--- config.mk ---
export PLATFORM = sky130hd
export DESIGN_NAME = dataset_attribute_to_camel_name_core_flat
export DESIGN_NICKNAME = d
export VERILOG_FILES = /design/src/rtl/dacn_pkg.sv /design/src/rtl/dacn_ifs.sv /design/src/rtl/dacn_front.sv /design/src/rtl/dacn_queue.sv /design/src/rtl/dacn_back.sv /design/src/rtl/dataset_attribute_to_camel_name_core.sv /design/src/flat_wrapper.sv
export SDC_FILE = /design/constraint.sdc
export NUM_CORES = 1
export LEC_CHECK = 0
export ABC_AREA = 1
export BUFFER_PORTS_ARGS = -buffer_cell sky130_fd_sc_hd__buf_2
export CELL_PAD_IN_SITES_DETAIL_PLACEMENT = 0
export CELL_PAD_IN_SITES_GLOBAL_PLACEMENT = 1
export CORE_AREA = 4 4 106 108
export CTS_CLUSTER_SIZE = 28
export DETAILED_ROUTE_END_ITERATION = 6
export DIE_AREA = 0 0 110 112
export GPL_TIMING_DRIVEN = 1
export PLACE_DENSITY_LB_ADDON = 0.15
export SLEW_MARGIN = 10
export SYNTH_ARGS = -nofsm -noshare
export SYNTH_HDL_FRONTEND = slang
export SYNTH_SLANG_ARGS = --single-unit
--- constraint.sdc ---
create_clock -name clk -period 4.9 [get_ports clk]
set_input_delay 0.735 -clock clk [delete_from_list [all_inputs] [get_ports clk]]
set_output_delay 0.735 -clock clk [all_outputs]
set_load 0.03 [all_outputs]
--- src/rtl/dacn_pkg.sv ---
// ----------------------------------------------------------------------------
// dacn_pkg
// Shared types and constants for the dataset attribute to camel name converter.
// ----------------------------------------------------------------------------
package dacn_pkg;

  localparam int unsigned PREFIX_LEN = 5;
  localparam int unsigned POS_W      = 3;
  localparam int unsigned QDEPTH     = 2;
  localparam int unsigned QPTR_W     = $clog2(QDEPTH);
  localparam int unsigned QCNT_W     = QPTR_W + 1;

  localparam logic [7:0] CH_UPPER_A = 8'h41;
  localparam logic [7:0] CH_UPPER_Z = 8'h5a;
  localparam logic [7:0] CH_LOWER_A = 8'h61;
  localparam logic [7:0] CH_LOWER_Z = 8'h7a;
  localparam logic [7:0] CH_DASH    = 8'h2d;
  localparam logic [7:0] CH_D       = 8'h64;
  localparam logic [7:0] CH_T       = 8'h74;

  typedef struct packed {
    logic [7:0] result_byte;
    logic       byte_present;
    logic       name_done;
    logic       verdict;
  } result_t;

  // up to two result beats caused by one input beat
  typedef struct packed {
    result_t first;
    result_t second;
    logic    two;
  } cmd_t;

  typedef struct packed {
    logic full;
    logic empty;
  } q_stat_t;

  // expected byte of "data-" at a prefix position
  function automatic logic [7:0] prefix_char(input logic [POS_W-1:0] pos);
    logic [7:0] c;
    unique case (pos)
      3'd0:    c = CH_D;
      3'd1:    c = CH_LOWER_A;
      3'd2:    c = CH_T;
      3'd3:    c = CH_LOWER_A;
      default: c = CH_DASH;
    endcase
    return c;
  endfunction

endpackage

--- src/rtl/dacn_ifs.sv ---
// ----------------------------------------------------------------------------
// dacn_ifs
// Valid/ready channel interfaces for name bytes in and result beats out.
// ----------------------------------------------------------------------------
interface dacn_name_if;
  logic       valid;
  logic       ready;
  logic [7:0] name_byte;
  logic       name_end;

  modport source (output valid, output name_byte, output name_end, input ready);
  modport sink   (input valid, input name_byte, input name_end, output ready);
endinterface

interface dacn_result_if;
  logic       valid;
  logic       ready;
  logic [7:0] result_byte;
  logic       byte_present;
  logic       name_done;
  logic       verdict;

  modport source (output valid, output result_byte, output byte_present,
                  output name_done, output verdict, input ready);
  modport sink   (input valid, input result_byte, input byte_present,
                  input name_done, input verdict, output ready);
endinterface

--- src/rtl/dacn_front.sv ---
// ----------------------------------------------------------------------------
// dacn_front
// Prefix check and classification of each name byte into a result command.
// ----------------------------------------------------------------------------
module dacn_front
  import dacn_pkg::*;
(
  input  logic       clk,
  input  logic       rst,
  input  logic       in_valid,
  output logic       in_ready,
  input  logic [7:0] name_byte,
  input  logic       name_end,
  input  logic       q_ready,
  output logic       push,
  output cmd_t       cmd
);

  logic [POS_W-1:0] prefix_position, prefix_position_next;
  logic             dash_pending, dash_pending_next;
  logic             name_failed, name_failed_next;
  logic [1:0]       cnt;
  logic             accept;
  logic             is_up, is_low;

  assign in_ready = q_ready;
  assign accept   = in_valid && q_ready;
  assign is_up    = (name_byte >= CH_UPPER_A) && (name_byte <= CH_UPPER_Z);
  assign is_low   = (name_byte >= CH_LOWER_A) && (name_byte <= CH_LOWER_Z);

  always_comb begin
    prefix_position_next = prefix_position;
    dash_pending_next    = dash_pending;
    name_failed_next     = name_failed;
    cnt                  = 2'd0;
    cmd                  = '0;

    if (!name_failed) begin
      if (prefix_position < POS_W'(PREFIX_LEN)) begin
        if (name_byte != prefix_char(prefix_position)) begin
          name_failed_next = 1'b1;
        end else begin
          prefix_position_next = prefix_position + 1'b1;
        end
      end else if (is_up) begin
        name_failed_next = 1'b1;
      end else if (dash_pending) begin
        if (is_low) begin
          // case flip: lower and upper differ only in bit 5
          cmd.first = '{result_byte: name_byte & 8'hdf, byte_present: 1'b1,
                        name_done: 1'b0, verdict: 1'b0};
          cnt = 2'd1;
          dash_pending_next = 1'b0;
        end else begin
          cmd.first = '{result_byte: CH_DASH, byte_present: 1'b1,
                        name_done: 1'b0, verdict: 1'b0};
          cnt = 2'd1;
          if (name_byte != CH_DASH) begin
            cmd.second = '{result_byte: name_byte, byte_present: 1'b1,
                           name_done: 1'b0, verdict: 1'b0};
            cnt = 2'd2;
            dash_pending_next = 1'b0;
          end
        end
      end else if (name_byte == CH_DASH) begin
        dash_pending_next = 1'b1;
      end else begin
        cmd.first = '{result_byte: name_byte, byte_present: 1'b1,
                      name_done: 1'b0, verdict: 1'b0};
        cnt = 2'd1;
      end
    end

    if (name_end) begin
      priority if (name_failed_next || prefix_position_next < POS_W'(PREFIX_LEN)) begin
        cmd.first  = '{result_byte: 8'h00, byte_present: 1'b0,
                       name_done: 1'b1, verdict: 1'b1};
        cmd.second = '0;
        cnt        = 2'd1;
      end else if (dash_pending_next) begin
        // trailing dash goes out as the final beat
        if (cnt == 2'd0) begin
          cmd.first = '{result_byte: CH_DASH, byte_present: 1'b1,
                        name_done: 1'b1, verdict: 1'b0};
          cnt = 2'd1;
        end else begin
          cmd.second = '{result_byte: CH_DASH, byte_present: 1'b1,
                         name_done: 1'b1, verdict: 1'b0};
          cnt = 2'd2;
        end
      end else if (cnt == 2'd2) begin
        cmd.second.name_done = 1'b1;
      end else if (cnt == 2'd1) begin
        cmd.first.name_done = 1'b1;
      end else begin
        cmd.first = '{result_byte: 8'h00, byte_present: 1'b0,
                      name_done: 1'b1, verdict: 1'b0};
        cnt = 2'd1;
      end
      prefix_position_next = '0;
      dash_pending_next    = 1'b0;
      name_failed_next     = 1'b0;
    end

    cmd.two = (cnt == 2'd2);
  end

  assign push = accept && (cnt != 2'd0);

  always_ff @(posedge clk) begin
    if (rst) begin
      prefix_position <= '0;
      dash_pending    <= 1'b0;
      name_failed     <= 1'b0;
    end else if (accept) begin
      prefix_position <= prefix_position_next;
      dash_pending    <= dash_pending_next;
      name_failed     <= name_failed_next;
    end
  end

endmodule

--- src/rtl/dacn_queue.sv ---
// ----------------------------------------------------------------------------
// dacn_queue
// Short command queue between the classifier and the result sequencer.
// ----------------------------------------------------------------------------
module dacn_queue
  import dacn_pkg::*;
(
  input  logic    clk,
  input  logic    rst,
  input  logic    push,
  input  cmd_t    wr_cmd,
  input  logic    pop,
  output cmd_t    rd_cmd,
  output q_stat_t stat
);

  cmd_t              mem [QDEPTH];
  logic [QPTR_W-1:0] wr_ptr, rd_ptr;
  logic [QCNT_W-1:0] count;
  logic              do_push, do_pop;

  assign stat.full  = (count == QCNT_W'(QDEPTH));
  assign stat.empty = (count == '0);
  assign do_push    = push && !stat.full;
  assign do_pop     = pop && !stat.empty;
  assign rd_cmd     = mem[rd_ptr];

  always_ff @(posedge clk) begin
    if (do_push) begin
      mem[wr_ptr] <= wr_cmd;
    end
  end

  always_ff @(posedge clk) begin
    if (rst) begin
      wr_ptr <= '0;
      rd_ptr <= '0;
      count  <= '0;
    end else begin
      if (do_push) begin
        wr_ptr <= (wr_ptr == QPTR_W'(QDEPTH - 1)) ? '0 : wr_ptr + 1'b1;
      end
      if (do_pop) begin
        rd_ptr <= (rd_ptr == QPTR_W'(QDEPTH - 1)) ? '0 : rd_ptr + 1'b1;
      end
      if (do_push && !do_pop) begin
        count <= count + 1'b1;
      end else if (do_pop && !do_push) begin
        count <= count - 1'b1;
      end
    end
  end

endmodule

--- src/rtl/dacn_back.sv ---
// ----------------------------------------------------------------------------
// dacn_back
// Result sequencer: unpacks commands into result beats through an output register.
// ----------------------------------------------------------------------------
module dacn_back
  import dacn_pkg::*;
(
  input  logic    clk,
  input  logic    rst,
  input  logic    q_valid,
  input  cmd_t    q_cmd,
  output logic    pop,
  output logic    out_valid,
  input  logic    out_ready,
  output result_t out_data
);

  logic    hold_valid;
  result_t hold_data;
  logic    can_load;

  assign can_load = !out_valid || out_ready;
  assign pop      = can_load && !hold_valid && q_valid;

  always_ff @(posedge clk) begin
    if (rst) begin
      out_valid  <= 1'b0;
      hold_valid <= 1'b0;
    end else if (can_load) begin
      if (hold_valid) begin
        out_valid  <= 1'b1;
        hold_valid <= 1'b0;
      end else if (q_valid) begin
        out_valid  <= 1'b1;
        hold_valid <= q_cmd.two;
      end else begin
        out_valid  <= 1'b0;
      end
    end
  end

  // payload: second beat of a command waits in the hold register
  always_ff @(posedge clk) begin
    if (can_load) begin
      if (hold_valid) begin
        out_data <= hold_data;
      end else if (q_valid) begin
        out_data  <= q_cmd.first;
        hold_data <= q_cmd.second;
      end
    end
  end

endmodule

--- src/rtl/dataset_attribute_to_camel_name_core.sv ---
// ----------------------------------------------------------------------------
// dataset_attribute_to_camel_name_core
// Converts "data-" attribute names, one byte a beat, to camel-case names.
// ----------------------------------------------------------------------------
// Takes one name byte per cycle while the queue has room and gives one
// result beat per cycle while the receiver is ready. Most bytes cause at
// most one result beat; a byte after a held dash that is neither a letter
// nor a dash flushes the dash and itself, and a final dash after a held dash
// gives the held dash and the trailing one. Such two-beat bytes leave the
// output register one beat at a time; a two-entry command queue absorbs
// that, so input keeps flowing at one byte per cycle until the queue fills.
// An accepted byte passes the queue and the output register before its
// first result beat. A name that fails gives a single final beat with
// verdict 1; beats sent earlier for it are to be dropped by the receiver.
module dataset_attribute_to_camel_name_core
  import dacn_pkg::*;
(
  input  logic         clk,
  input  logic         rst,
  dacn_name_if.sink    name_in,
  dacn_result_if.source result_out
);

  logic    q_push, q_pop;
  cmd_t    wr_cmd, rd_cmd;
  q_stat_t q_stat;
  result_t out_data;

  dacn_front u_front (
    .clk       (clk),
    .rst       (rst),
    .in_valid  (name_in.valid),
    .in_ready  (name_in.ready),
    .name_byte (name_in.name_byte),
    .name_end  (name_in.name_end),
    .q_ready   (!q_stat.full),
    .push      (q_push),
    .cmd       (wr_cmd)
  );

  dacn_queue u_queue (
    .clk    (clk),
    .rst    (rst),
    .push   (q_push),
    .wr_cmd (wr_cmd),
    .pop    (q_pop),
    .rd_cmd (rd_cmd),
    .stat   (q_stat)
  );

  dacn_back u_back (
    .clk       (clk),
    .rst       (rst),
    .q_valid   (!q_stat.empty),
    .q_cmd     (rd_cmd),
    .pop       (q_pop),
    .out_valid (result_out.valid),
    .out_ready (result_out.ready),
    .out_data  (out_data)
  );

  assign result_out.result_byte  = out_data.result_byte;
  assign result_out.byte_present = out_data.byte_present;
  assign result_out.name_done    = out_data.name_done;
  assign result_out.verdict      = out_data.verdict;

`ifndef NO_ASSERTIONS
  // the classifier never pushes into a full queue
  a_no_overflow: assert property (@(posedge clk) disable iff (rst)
    q_push |-> !q_stat.full)
    else $error("command pushed into full queue");

  // an empty beat only ever closes a name
  a_empty_beat: assert property (@(posedge clk) disable iff (rst)
    (result_out.valid && !result_out.byte_present) |->
      (result_out.name_done && result_out.result_byte == 8'h00))
    else $error("empty result beat that does not close a name");

  // a not-dataset verdict comes only on a closing empty beat
  a_verdict: assert property (@(posedge clk) disable iff (rst)
    (result_out.valid && result_out.verdict) |->
      (result_out.name_done && !result_out.byte_present))
    else $error("bad verdict on result beat");
`endif

endmodule

--- src/flat_wrapper.sv ---
// flat-port wrapper written by rule: the top's interface ports become plain ports
module dataset_attribute_to_camel_name_core_flat import dacn_pkg::*;
  (clk, rst, name_in_valid, name_in_name_byte, name_in_name_end, name_in_ready, result_out_valid, result_out_result_byte, result_out_byte_present, result_out_name_done, result_out_verdict, result_out_ready);
  dacn_name_if name_in_i ();
  dacn_result_if result_out_i ();
  input  logic clk;
  input  logic rst;
  input wire logic [$bits(name_in_i.valid)-1:0] name_in_valid;
  input wire logic [$bits(name_in_i.name_byte)-1:0] name_in_name_byte;
  input wire logic [$bits(name_in_i.name_end)-1:0] name_in_name_end;
  output wire logic [$bits(name_in_i.ready)-1:0] name_in_ready;
  output wire logic [$bits(result_out_i.valid)-1:0] result_out_valid;
  output wire logic [$bits(result_out_i.result_byte)-1:0] result_out_result_byte;
  output wire logic [$bits(result_out_i.byte_present)-1:0] result_out_byte_present;
  output wire logic [$bits(result_out_i.name_done)-1:0] result_out_name_done;
  output wire logic [$bits(result_out_i.verdict)-1:0] result_out_verdict;
  input wire logic [$bits(result_out_i.ready)-1:0] result_out_ready;
  assign name_in_i.valid = name_in_valid;
  assign name_in_i.name_byte = name_in_name_byte;
  assign name_in_i.name_end = name_in_name_end;
  assign name_in_ready = name_in_i.ready;
  assign result_out_valid = result_out_i.valid;
  assign result_out_result_byte = result_out_i.result_byte;
  assign result_out_byte_present = result_out_i.byte_present;
  assign result_out_name_done = result_out_i.name_done;
  assign result_out_verdict = result_out_i.verdict;
  assign result_out_i.ready = result_out_ready;
  dataset_attribute_to_camel_name_core u_core (.clk(clk), .rst(rst), .name_in(name_in_i), .result_out(result_out_i));
endmodule
==> flow_summary.rst, run 1 <==
.. list-table::
   :header-rows: 1

   * - Metric
     - Value
   * - Remaining design rule violation count
     - 0
   * - Number of core rows
     - 37
   * - Post-CTS repair timing setup buffer count
     - 0
   * - Net count of the finished layout
     - 421
   * - Share of synthesized registers carrying an async set or reset
     - 0%
   * - Most frequently used flop master after synthesis
     - sky130_fd_sc_hd__edfxtp_1
   * - Synthesized area divided by synthesized cell count
     - 9.52 um^2
   * - Design Area, Final
     - 3980 um^2
   * - Via count of the first global-routing pass
     - 2,355
   * - Crit path arrival time
     - 2.68 ns
   * - Final Setup Violations
     - 0
   * - Cell area after placement
     - 3810 um^2
   * - Number of enable flip-flop cells after synthesis
     - 65
   * - Count of TritonRoute iterations in the first routing pass
     - 4
   * - Part of the total power dissipated in the clock network
     - 21.8%
   * - Root cell of the clock tree
     - sky130_fd_sc_hd__clkbuf_8
   * - Area leader, netlist
     - sky130_fd_sc_hd__edfxtp_1
   * - Number of buffers created by CTS
     - 9
   * - Worst min-delay path class
     - reg -> reg
   * - WL final
     - 7.24 mm
   * - Capturing element type of the critical path
     - flop
   * - Worst clock skew on the final layout
     - 0.0121 ns
   * - Syn nets
     - 389
   * - Slew headroom
     - 23.3%
   * - Sequential-to-total area share from yosys stat
     - 62.2%
   * - Layout cells sized above 1
     - 14.3%
   * - Max Freq
     - 367 MHz
   * - Wire length of the first global-routing pass
     - 11.9 mm
   * - Die Wd
     - 110 um
   * - Clock tree from TritonCTS
     - built
   * - Final critical path time including I/O delays and setup
     - 2.72 ns
   * - Area growth from synthesis to layout
     - 13.0%
   * - Post-CTS sizing
     - 0
   * - Leakage power figure
     - 1.63 nW
   * - Psw
     - 641 uW
   * - Switching part of the total power
     - 34.4%
   * - Skew-Pair Late Insertion Delay
     - 0.35 ns
   * - Most common library cell in the layout ignoring fill and taps
     - sky130_fd_sc_hd__nand2_1
   * - Maximum number of pins on one net before global-route repair
     - 24
   * - Maximum buffer depth of the clock tree
     - 2
   * - Final estimated routing congestion in global placement
     - 0.845
   * - Placement Setup Slack
     - 1.74 ns
   * - FF-to-FF Start
     - u_core.u_front.prefix_position[2]
   * - Slew @ Worst Pin
     - 1.15 ns
   * - Crit path required time
     - 4.86 ns
   * - Full die area
     - 12,300 um^2
   * - Most frequent cells in the layout
     - sky130_fd_sc_hd__nand2_1, sky130_fd_sc_hd__edfxtp_1, sky130_fd_sc_hd__nor2_1
   * - Synth top area share
     - 55.4%
   * - Boundary pin count
     - 26
   * - Syn. warnings
     - 0
   * - Die Height
     - 112 um
   * - Power density normalized to cell area
     - 467 nW/um^2
   * - Start point of the worst hold path
     - u_core.u_queue.rd_ptr
   * - Total inserted antenna cells
     - 0
   * - Number of antenna violations at the first check in global routing
     - 0
   * - Count of unique library cells instantiated by Yosys
     - 23
   * - Number of hold violations in the final report
     - 0
   * - TNS Setup
     - 0 ns
   * - Internal power of the cells
     - 1.22 mW
   * - Cts hold-fix bufs
     - 0
   * - Post-DP HPWL
     - 5.26 mm
   * - Count of final max-slew check failures
     - 0
   * - Cell types occupying the most area after synthesis
     - sky130_fd_sc_hd__edfxtp_1, sky130_fd_sc_hd__nand2_1, sky130_fd_sc_hd__dfxtp_1
   * - Number of H-tree levels
     - 3
   * - Status
     - finished clean
   * - # port buffers
     - 25
   * - Post-CTS clock slew at the launch and capture registers of the worst setup and hold paths
     - 0.08 ns
   * - GR Overflow Total
     - 0
   * - Sinks on Clock Net
     - 77
   * - Worst Setup Path Type
     - in -> reg
   * - Remaining antenna violation count after routing
     - 0
   * - WL/cell
     - 13.3 um
   * - Startpoint of the worst setup timing path
     - name_in_name_byte[2]
   * - Placeable Area
     - 10,200 um^2
   * - Max-capacitance violation count
     - 0
   * - Post-route clock period utilization
     - 55.6%
   * - Max rail drop VDD
     - 0.000248 V
   * - DRT iter0 DRCs
     - 126
   * - Setup repair after global routing missed its margin
     - no
   * - Cell area after synthesis
     - 3520 um^2
   * - Effective utilization at floorplan
     - 34.4%
   * - Smallest setup slack after layout
     - 2.18 ns
   * - Vias post-DR
     - 2,473
   * - Logic pwr share
     - 26.2%
   * - CP Launch Type
     - input pin
   * - Worst-path fanout max
     - 23
   * - Average via count per standard cell
     - 4.55
   * - GRT Util Overall
     - 12.6%
   * - Power share of the sequential group
     - 52.1%
   * - Number of synthesized register bits
     - 77
   * - Post-Synthesis Cells
     - 370
## layout make-up
class / instances / area, um^2
tap: 136 / 170
inverter: 34 / 128
clock buffer: 9 / 124
timing repair buffer: 28 / 148
clock inverter: 7 / 42.5
sequential: 77 / 2190
fill: 1032 / 6250
multi-input combinational: 252 / 1180
## state kept, by name (all words and copies together) (netlist names), named ones only
name and flops:
u_core.u_queue.mem 44, u_core.u_back.out_data 11, u_core.u_back.hold_data 10, u_core.u_front.prefix_position 3, u_core.u_queue.count 2, u_core.u_back.hold_valid 1, u_core.u_back.out_valid 1, u_core.u_front.dash_pending 1
u_core.u_front.name_failed 1, u_core.u_queue.rd_ptr 1, u_core.u_queue.wr_ptr 1
## through the flow
| step | cells | hold WS, ns | total power [mW] | utilization, % |
|---|---|---|---|---|
| 3_5_place_dp | 527 | 0.471 | 1.49 | 37.3 |
| 5_1_grt | 543 | 0.517 | 1.99 | 38.9 |
| 6_report | 543 | 0.482 | 1.86 | 38.9 |
| 4_1_cts | 543 | 0.487 | 1.89 | 38.9 |
| 2_1_floorplan | 370 | 0.447 | 1.33 | - |
| 3_3_place_gp | 527 | 0.461 | 1.48 | 37.3 |
## layer usage
layer,track usage [%],part of all wire (%),up-vias
met5,0,0,-
met4,6.48,2.4,0
met3,2.32,2.7,14
met2,19.8,47,37
met1,16.6,48,1113
li1,-,-,1309
## power by group through the flow
stage                     combinational, mW  clock, mW  sequential [mW]
after global placement                0.498          0            0.986
after floorplan                       0.264          0             1.06
after CTS                             0.501      0.419            0.972
final                                 0.487      0.405            0.969
after global routing                  0.553      0.453            0.987
after detailed placement              0.500          0            0.987
## worst max-delay path: stages
cell,delay [ns]
sky130_fd_sc_hd__buf_2,0.13
sky130_fd_sc_hd__inv_1,0.12
sky130_fd_sc_hd__nand2_1,0.07
sky130_fd_sc_hd__o21ai_1,0.11
sky130_fd_sc_hd__nand3_1,0.08
sky130_fd_sc_hd__nand2_1,0.08
sky130_fd_sc_hd__nand3_2,0.18
sky130_fd_sc_hd__o21ai_1,0.17
sky130_fd_sc_hd__nand2_1,0.11
sky130_fd_sc_hd__nor2_2,0.87
## cell families (layout without fill, tap and decap cells)
| kind of cell | after synthesis | count (layout) | share of synthesized area, % |
|---|---|---|---|
| fa+ha+maj | 6 | 6 | 2.13 |
| simple gates | 197 | 197 | 24.0 |
| buf+inv | 41 | 78 | 4.47 |
| compound gates | 49 | 49 | 7.14 |
| flops | 77 | 77 | 62.2 |
## cell usage after synthesis, types with 3 or more instances
library cell,instances
sky130_fd_sc_hd__clkbuf_1,6
sky130_fd_sc_hd__nand2_1,118
sky130_fd_sc_hd__nand2_2,5
sky130_fd_sc_hd__o21ai_1,4
sky130_fd_sc_hd__ha_1,6
sky130_fd_sc_hd__edfxtp_1,65
sky130_fd_sc_hd__o21ai_0,8
sky130_fd_sc_hd__inv_1,32
sky130_fd_sc_hd__nor2_1,38
sky130_fd_sc_hd__nor3_1,5
sky130_fd_sc_hd__dfxtp_1,12
sky130_fd_sc_hd__nor2_4,3
sky130_fd_sc_hd__nand3_1,15
sky130_fd_sc_hd__a21oi_1,35
sky130_fd_sc_hd__nand4_1,10
## final timing paths
kind	cells past startpoint	slack (ns)	to
worst min register to register	2	0.48	u_core.u_queue.rd_ptr
worst max register to register	6	2.21	u_core.u_queue.mem[1][15]
worst max-delay path	10	2.18	u_core.u_queue.mem[1][15]
worst min-delay path	2	0.48	u_core.u_queue.rd_ptr
Note: power is estimated with default switching activity, not from simulation.
==> run 2: changes to the inputs <==
ABC_AREA = 0   (was 1)
CORE_AREA = 4 4 104 106   (was 4 4 106 108)
DIE_AREA = 0 0 108 110   (was 0 0 110 112)
clock period = 2.6 ns   (was 4.9 ns; I/O delays follow)
==> run 2 against run 1 <==
Compared with the run above: synthesized cell count shrank 30%; global-route usage shrank 0.077 points; critical path depth shrank 2; via count shrank 15%; critical path type is now reg -> reg; critical endpoint is now u_core.u_queue.mem[0][20].
==> flow_summary.rst, run 2 <==
.. list-table::
   :header-rows: 1

   * - Metric
     - Value
   * - Status
     - finished clean
   * - Layout cells sized above 1
     - 24.0%
   * - Power share of the sequential group
     - 47.5%
   * - Leakage power figure
     - 1.42 nW
   * - Cell area after synthesis
     - 3370 um^2
   * - Leading cell type by number of instances after synthesis
     - sky130_fd_sc_hd__edfxtp_1
   * - Skew-Pair Late Insertion Delay
     - 0.35 ns
   * - Cell Chain, Critical Path
     - inv_1 -> ha_1 -> o21bai_1 -> o21ai_0 -> xnor2_1 -> nand4_1 -> a2bb2oi_4 -> nor3b_1
   * - Post-CTS repair timing setup buffer count
     - 0
   * - Remaining design rule violation count
     - 0
   * - Top post-synthesis cells by count
     - sky130_fd_sc_hd__edfxtp_1, sky130_fd_sc_hd__nand2_1, sky130_fd_sc_hd__nor2_1, sky130_fd_sc_hd__o21ai_0
   * - Post-CTS clock slew at the launch and capture registers of the worst setup and hold paths
     - 0.08 ns
   * - Worst min-delay path class
     - in -> reg
   * - Area growth from synthesis to layout
     - 17.5%
   * - TNS Setup
     - 0 ns
   * - Area leader, netlist
     - sky130_fd_sc_hd__edfxtp_1
   * - Most frequent cells in the layout
     - sky130_fd_sc_hd__edfxtp_1, sky130_fd_sc_hd__buf_2, sky130_fd_sc_hd__nand2_1
   * - Number of H-tree levels
     - 3
   * - Crit path arrival time
     - 2.61 ns
   * - Cell area after placement
     - 3740 um^2
   * - Number of enable flip-flop cells after synthesis
     - 65
   * - WL/cell
     - 15.5 um
   * - GRT met1 Usage
     - 16.0%
   * - Number of flip-flops in the largest register
     - 44
   * - Clock tree from TritonCTS
     - built
   * - FF-to-FF Start
     - u_core.u_front.prefix_position[0]
   * - Number of antenna violations at the first check in global routing
     - 0
   * - GRT Util Overall
     - 12.6%
   * - Registers with the highest flip-flop counts
     - u_core.u_queue.mem x44, u_core.u_back.out_data x11, u_core.u_back.hold_data x10
   * - Count of final max-slew check failures
     - 0
   * - Number of synthesized register bits
     - 77
   * - Cell types occupying the most area after synthesis
     - sky130_fd_sc_hd__edfxtp_1, sky130_fd_sc_hd__dfxtp_1, sky130_fd_sc_hd__mux2i_1
   * - Met2 Use GR
     - 20.5%
   * - Worst clock skew on the final layout
     - 0.00802 ns
   * - Average via count per standard cell
     - 4.80
   * - Boundary pin count
     - 26
   * - Worst path slowest cell
     - sky130_fd_sc_hd__dfxtp_1
   * - Count of TritonRoute iterations in the first routing pass
     - 4
   * - Most frequently used flop master after synthesis
     - sky130_fd_sc_hd__edfxtp_1
   * - Synthesized area divided by synthesized cell count
     - 12.9 um^2
   * - Worst Setup Path Type
     - reg -> reg
   * - Maximum number of pins on one net before global-route repair
     - 24
   * - Remaining antenna violation count after routing
     - 0
   * - Final critical path time including I/O delays and setup
     - 2.45 ns
   * - Die Wd
     - 108 um
   * - Number of buffers created by CTS
     - 9
   * - Final estimated routing congestion in global placement
     - 0.773
   * - Area occupied by multi-input gates
     - 1110 um^2
   * - WL final
     - 6.78 mm
   * - Synth top area share
     - 58.0%
   * - Syn nets
     - 279
   * - CP Launch Type
     - flop
   * - Net count of the finished layout
     - 319
   * - Max-capacitance violation count
     - 0
   * - Power density normalized to cell area
     - 906 nW/um^2
   * - Top Usage Layer GRT
     - met2
   * - Via count of the first global-routing pass
     - 2,110
   * - Smallest setup slack after layout
     - 0.155 ns
   * - Design Power
     - 3.58 mW
   * - Die Height
     - 110 um
   * - Number of core rows
     - 36
   * - Number of hold violations in the final report
     - 0
   * - Largest register by flop count
     - u_core.u_queue.mem
   * - Final Setup Violations
     - 0
   * - Post-DP HPWL
     - 4.52 mm
   * - Placement Setup Slack
     - 0.0615 ns
   * - Number of inserted filler cells in the final layout
     - 952
   * - Psw
     - 1.09 mW
   * - Internal power of the cells
     - 2.49 mW
   * - Capturing element type of the critical path
     - flop
   * - DRT iter0 DRCs
     - 87
   * - Root cell of the clock tree
     - sky130_fd_sc_hd__clkbuf_8
   * - Peak per-stage delay on the critical path
     - 0.45 ns
   * - Logic pwr share
     - 26.1%
   * - Post-Synthesis Cells
     - 260
   * - Share of synthesized registers carrying an async set or reset
     - 0%
   * - Full die area
     - 11,900 um^2
   * - Switching part of the total power
     - 30.4%
   * - # port buffers
     - 25
   * - Placeable Area
     - 9770 um^2
   * - Max Freq
     - 409 MHz
   * - Design Area, Final
     - 3960 um^2
   * - Count of unique library cells instantiated by Yosys
     - 44
   * - Vias post-DR
     - 2,097
   * - Combined flip-flop and latch cell area
     - 2190 um^2
   * - Post-route clock period utilization
     - 94.0%
   * - Sequential-to-total area share from yosys stat
     - 65.1%
   * - Crit path required time
     - 2.76 ns
   * - Effective utilization at floorplan
     - 34.4%
   * - Part of the total power dissipated in the clock network
     - 26.5%
   * - Max rail drop VDD
     - 0.000250 V
   * - GR Overflow Total
     - 0
   * - Sinks on Clock Net
     - 77
   * - Most common library cell in the layout ignoring fill and taps
     - sky130_fd_sc_hd__edfxtp_1
   * - Global Route met3 Usage
     - 3.09%
   * - Worst-path fanout max
     - 7
   * - Start point of the worst hold path
     - rst
   * - Syn. warnings
     - 0
   * - Wire length of the first global-routing pass
     - 11.0 mm
   * - Maximum buffer depth of the clock tree
     - 2
   * - Slew headroom
     - 66.8%
   * - Slew @ Worst Pin
     - 0.491 ns
   * - Startpoint of the worst setup timing path
     - u_core.u_front.prefix_position[0]
   * - Total inserted antenna cells
     - 0
==> run 2: power groups by stage <==
stage          clock, mW  sequential (mW)  combinational (mW)
6_report           0.949             1.70               0.933
5_1_grt             1.04             1.72                1.03
4_1_cts            0.979             1.70               0.965
3_5_place_dp           0             1.73               0.962
3_3_place_gp           0             1.73               0.941
2_1_floorplan          0             1.91               0.473
==> run 2: worst paths after layout <==
check                               to  slack, ns  cells after the start
max          u_core.u_queue.mem[0][20]       0.15                      8
min            u_core.u_back.out_valid       0.38                      2
max reg2reg  u_core.u_queue.mem[0][20]       0.15                      8
min reg2reg      u_core.u_queue.rd_ptr       0.52                      2
==> run 2: kinds of logic (layout without fill, tap and decap cells) <==
group                      count (synthesis)  in the layout  share of synthesized area, %
DFF                                       77             77                          65.1
adders and majority gates                  6              6                          2.23
and+or+nand+nor                           84             84                          13.0
AOI/OAI and AO/OA                         44             44                          8.21
muxes                                     24             24                          7.54
xor gates and xnor gates                   6              6                          1.56
buffers and inverters                     19             63                          2.38
==> run 2: critical path, delay by kind of cell, from the launching register on <==
family | cells | cell delay [ns]
buffers and inverters | 1 | 0.12
AOI/OAI and AO/OA | 3 | 0.65
DFF | 1 | 0.45
and+or+nand+nor | 2 | 0.48
adders and majority gates | 1 | 0.25
xor gates and xnor gates | 1 | 0.30
==> run 2: timing repair <==
| action | in CTS | in global routing |
|---|---|---|
| gates resized for setup | 0 | 2 |
| hold buffers | 0 | 0 |
| endpoints found under the setup margin | 0 | 2 |
==> run 2: stage by stage <==
stage	util [%]	hold WS, ns	std cells
final	40.5	0.381	437
after detailed placement	38.2	0.509	422
after CTS	40.3	0.364	437
after global placement	38.2	0.496	422
after floorplan	-	0.460	260
after global routing	40.5	0.372	437
==> run 2: layout make-up <==
cell class | instances | area share (%)
Inverter | 8 | 0.759
Multi-Input combinational cell | 164 | 28.1
Clock inverter | 5 | 1.93
Tap cell | 133 | 4.21
Clock buffer | 10 | 3.23
Sequential cell | 77 | 55.4
Timing Repair Buffer | 40 | 6.33
==> run 2: routing by layer <==
layer,share of wire [%],up-vias
met5,0,-
met4,1.6,0
met3,3.5,10
met2,48,36
li1,-,1036
met1,47,1015
==> run 3: changes to the inputs <==
clock period = 3 ns   (was 2.6 ns; I/O delays follow)
==> run 3 against run 2 <==
Compared with the run above: worst setup slack better by 0.21 ns; fmax down 7.2%; clock skew up 0.0059 ns; combinational power down 20%; clock power down 15%; final cell count down 1.4%; hold slack better by 0.054 ns; power down 14%; non-clock buffer count down 7; register-to-register slack better by 0.21 ns; critical endpoint is now u_core.u_queue.mem[1][20].
==> flow_summary.rst, run 3 (synthesized netlist as in run 2, its figures left out) <==
.. list-table::
   :header-rows: 1

   * - Metric
     - Value
   * - Number of H-tree levels
     - 3
   * - Final estimated routing congestion in global placement
     - 0.787
   * - Maximum number of pins on one net before global-route repair
     - 25
   * - Average via count per standard cell
     - 4.74
   * - Clock tree from TritonCTS
     - built
   * - Number of inserted filler cells in the final layout
     - 949
   * - Via count of the first global-routing pass
     - 1,980
   * - Worst clock skew on the final layout
     - 0.0139 ns
   * - Number of core rows
     - 36
   * - Effective utilization at floorplan
     - 34.4%
   * - Wire length of the first global-routing pass
     - 10.3 mm
   * - Number of antenna violations at the first check in global routing
     - 0
   * - Crit path required time
     - 3.16 ns
   * - Net count of the finished layout
     - 312
   * - Die Wd
     - 108 um
   * - Slew headroom
     - 27.2%
   * - Registers with the highest flip-flop counts
     - u_core.u_queue.mem x44, u_core.u_back.out_data x11, u_core.u_back.hold_data x10
   * - Root cell of the clock tree
     - sky130_fd_sc_hd__clkbuf_8
   * - Max Freq
     - 379 MHz
   * - Post-CTS repair timing setup buffer count
     - 0
   * - Layout cells sized above 1
     - 22.8%
   * - Leakage power figure
     - 1.38 nW
   * - Post-route clock period utilization
     - 87.9%
   * - TNS Setup
     - 0 ns
   * - Capturing element type of the critical path
     - flop
   * - # port buffers
     - 25
   * - Cts hold-fix bufs
     - 0
   * - Post-layout util
     - 39.6%
   * - Most frequent cells in the layout
     - sky130_fd_sc_hd__edfxtp_1, sky130_fd_sc_hd__buf_2, sky130_fd_sc_hd__nand2_1
   * - Max-capacitance violation count
     - 0
   * - Sinks on Clock Net
     - 77
   * - Final critical path time including I/O delays and setup
     - 2.64 ns
   * - Vias post-DR
     - 2,041
   * - Count of TritonRoute iterations in the first routing pass
     - 4
   * - Status
     - finished clean
   * - Count of final max-slew check failures
     - 0
   * - Startpoint of the worst setup timing path
     - u_core.u_front.prefix_position[0]
   * - Number of hold violations in the final report
     - 0
   * - Number of buffers created by CTS
     - 9
   * - Slew @ Worst Pin
     - 1.08 ns
   * - Post-CTS clock slew at the launch and capture registers of the worst setup and hold paths
     - 0.09 ns
   * - Boundary pin count
     - 26
   * - Maximum buffer depth of the clock tree
     - 2
   * - Largest register by flop count
     - u_core.u_queue.mem
   * - Max rail drop VDD
     - 0.000213 V
   * - Remaining antenna violation count after routing
     - 0
   * - WL final
     - 6.53 mm
   * - Number of flip-flops in the largest register
     - 44
   * - CP Launch Type
     - flop
   * - Final Setup Violations
     - 0
   * - GRT Util Overall
     - 11.8%
   * - Area growth from synthesis to layout
     - 15.0%
   * - Start point of the worst hold path
     - result_out_ready
   * - Worst-path fanout max
     - 7
   * - Post-DP HPWL
     - 4.46 mm
   * - Total inserted antenna cells
     - 0
   * - GR Overflow Total
     - 0
   * - Die Height
     - 110 um
   * - FF-to-FF Start
     - u_core.u_front.prefix_position[0]
   * - WL/cell
     - 15.1 um
   * - Power density normalized to cell area
     - 792 nW/um^2
   * - Crit path arrival time
     - 2.79 ns
   * - Remaining design rule violation count
     - 0
   * - Worst Setup Path Type
     - reg -> reg
   * - DRT iter0 DRCs
     - 80
   * - Post-CTS sizing
     - 0
   * - Setup repair after global routing missed its margin
     - no
   * - Placeable Area
     - 9770 um^2
   * - Worst min-delay path class
     - in -> reg
   * - Full die area
     - 11,900 um^2
   * - Skew-Pair Late Insertion Delay
     - 0.35 ns
   * - Most common library cell in the layout ignoring fill and taps
     - sky130_fd_sc_hd__edfxtp_1
-- run 3: per-stage QoR --
step	hold slack (ns)	cell area (um^2)	setup WS [ns]	power, mW	std cells
2_1_floorplan	0.481	3370	0.0423	2.06	260
3_5_place_dp	0.498	3670	0.129	2.31	415
4_1_cts	0.415	3870	0.357	3.12	431
5_1_grt	0.446	3870	0.165	3.23	431
3_3_place_gp	0.494	3670	0.232	2.30	415
6_report	0.435	3870	0.364	3.07	431
-- run 3: area by class of cell --
| type | count | area (um^2) | share of cell area (%) |
|---|---|---|---|
| sequential | 77 | 2190 | 56.6 |
| multi-input combinational | 164 | 1100 | 28.3 |
| timing repair buffer | 33 | 185 | 4.78 |
| tap | 133 | 166 | 4.30 |
| clock buffer | 9 | 124 | 3.20 |
| clock inverter | 7 | 77.6 | 2.00 |
| inverter | 8 | 30.0 | 0.775 |
-- run 3: metal layers --
metal  track usage (%)  up-vias  wire length (um)
met5                 0        -                 0
met4              6.22        0               104
met3              2.10       10               174
li1                  -     1026                 -
met1              15.3      970              3220
met2              19.0       35              3030
-- run 3: worst paths after layout --
| path | end | slack [ns] | cells after the start |
|---|---|---|---|
| hold reg to reg | flop | 0.52 | 2 |
| setup / recovery | u_core.u_queue.mem[1][20] | 0.36 | 8 |
| setup reg to reg | u_core.u_queue.mem[1][20] | 0.36 | 8 |
| hold / removal | u_core.u_back.out_valid | 0.43 | 4 |
-- run 3: power breakdown --
| part | switching [mW] | total, mW | internal, mW | leakage, nW |
|---|---|---|---|---|
| Combinational | 0.472 | 0.748 | 0.276 | 0.576 |
| Clock | 0.412 | 0.807 | 0.395 | 0.101 |
| Sequential | 0.0959 | 1.51 | 1.42 | 0.706 |
-- run 3: worst max-delay path: stages (launching register included) --
cell and delay (ns):
sky130_fd_sc_hd__dfxtp_1 0.45, sky130_fd_sc_hd__inv_1 0.12, sky130_fd_sc_hd__ha_1 0.25, sky130_fd_sc_hd__o21bai_1 0.23, sky130_fd_sc_hd__o21ai_0 0.18, sky130_fd_sc_hd__xnor2_1 0.32
sky130_fd_sc_hd__nand4_1 0.18, sky130_fd_sc_hd__a2bb2oi_2 0.38, sky130_fd_sc_hd__nor3b_1 0.32
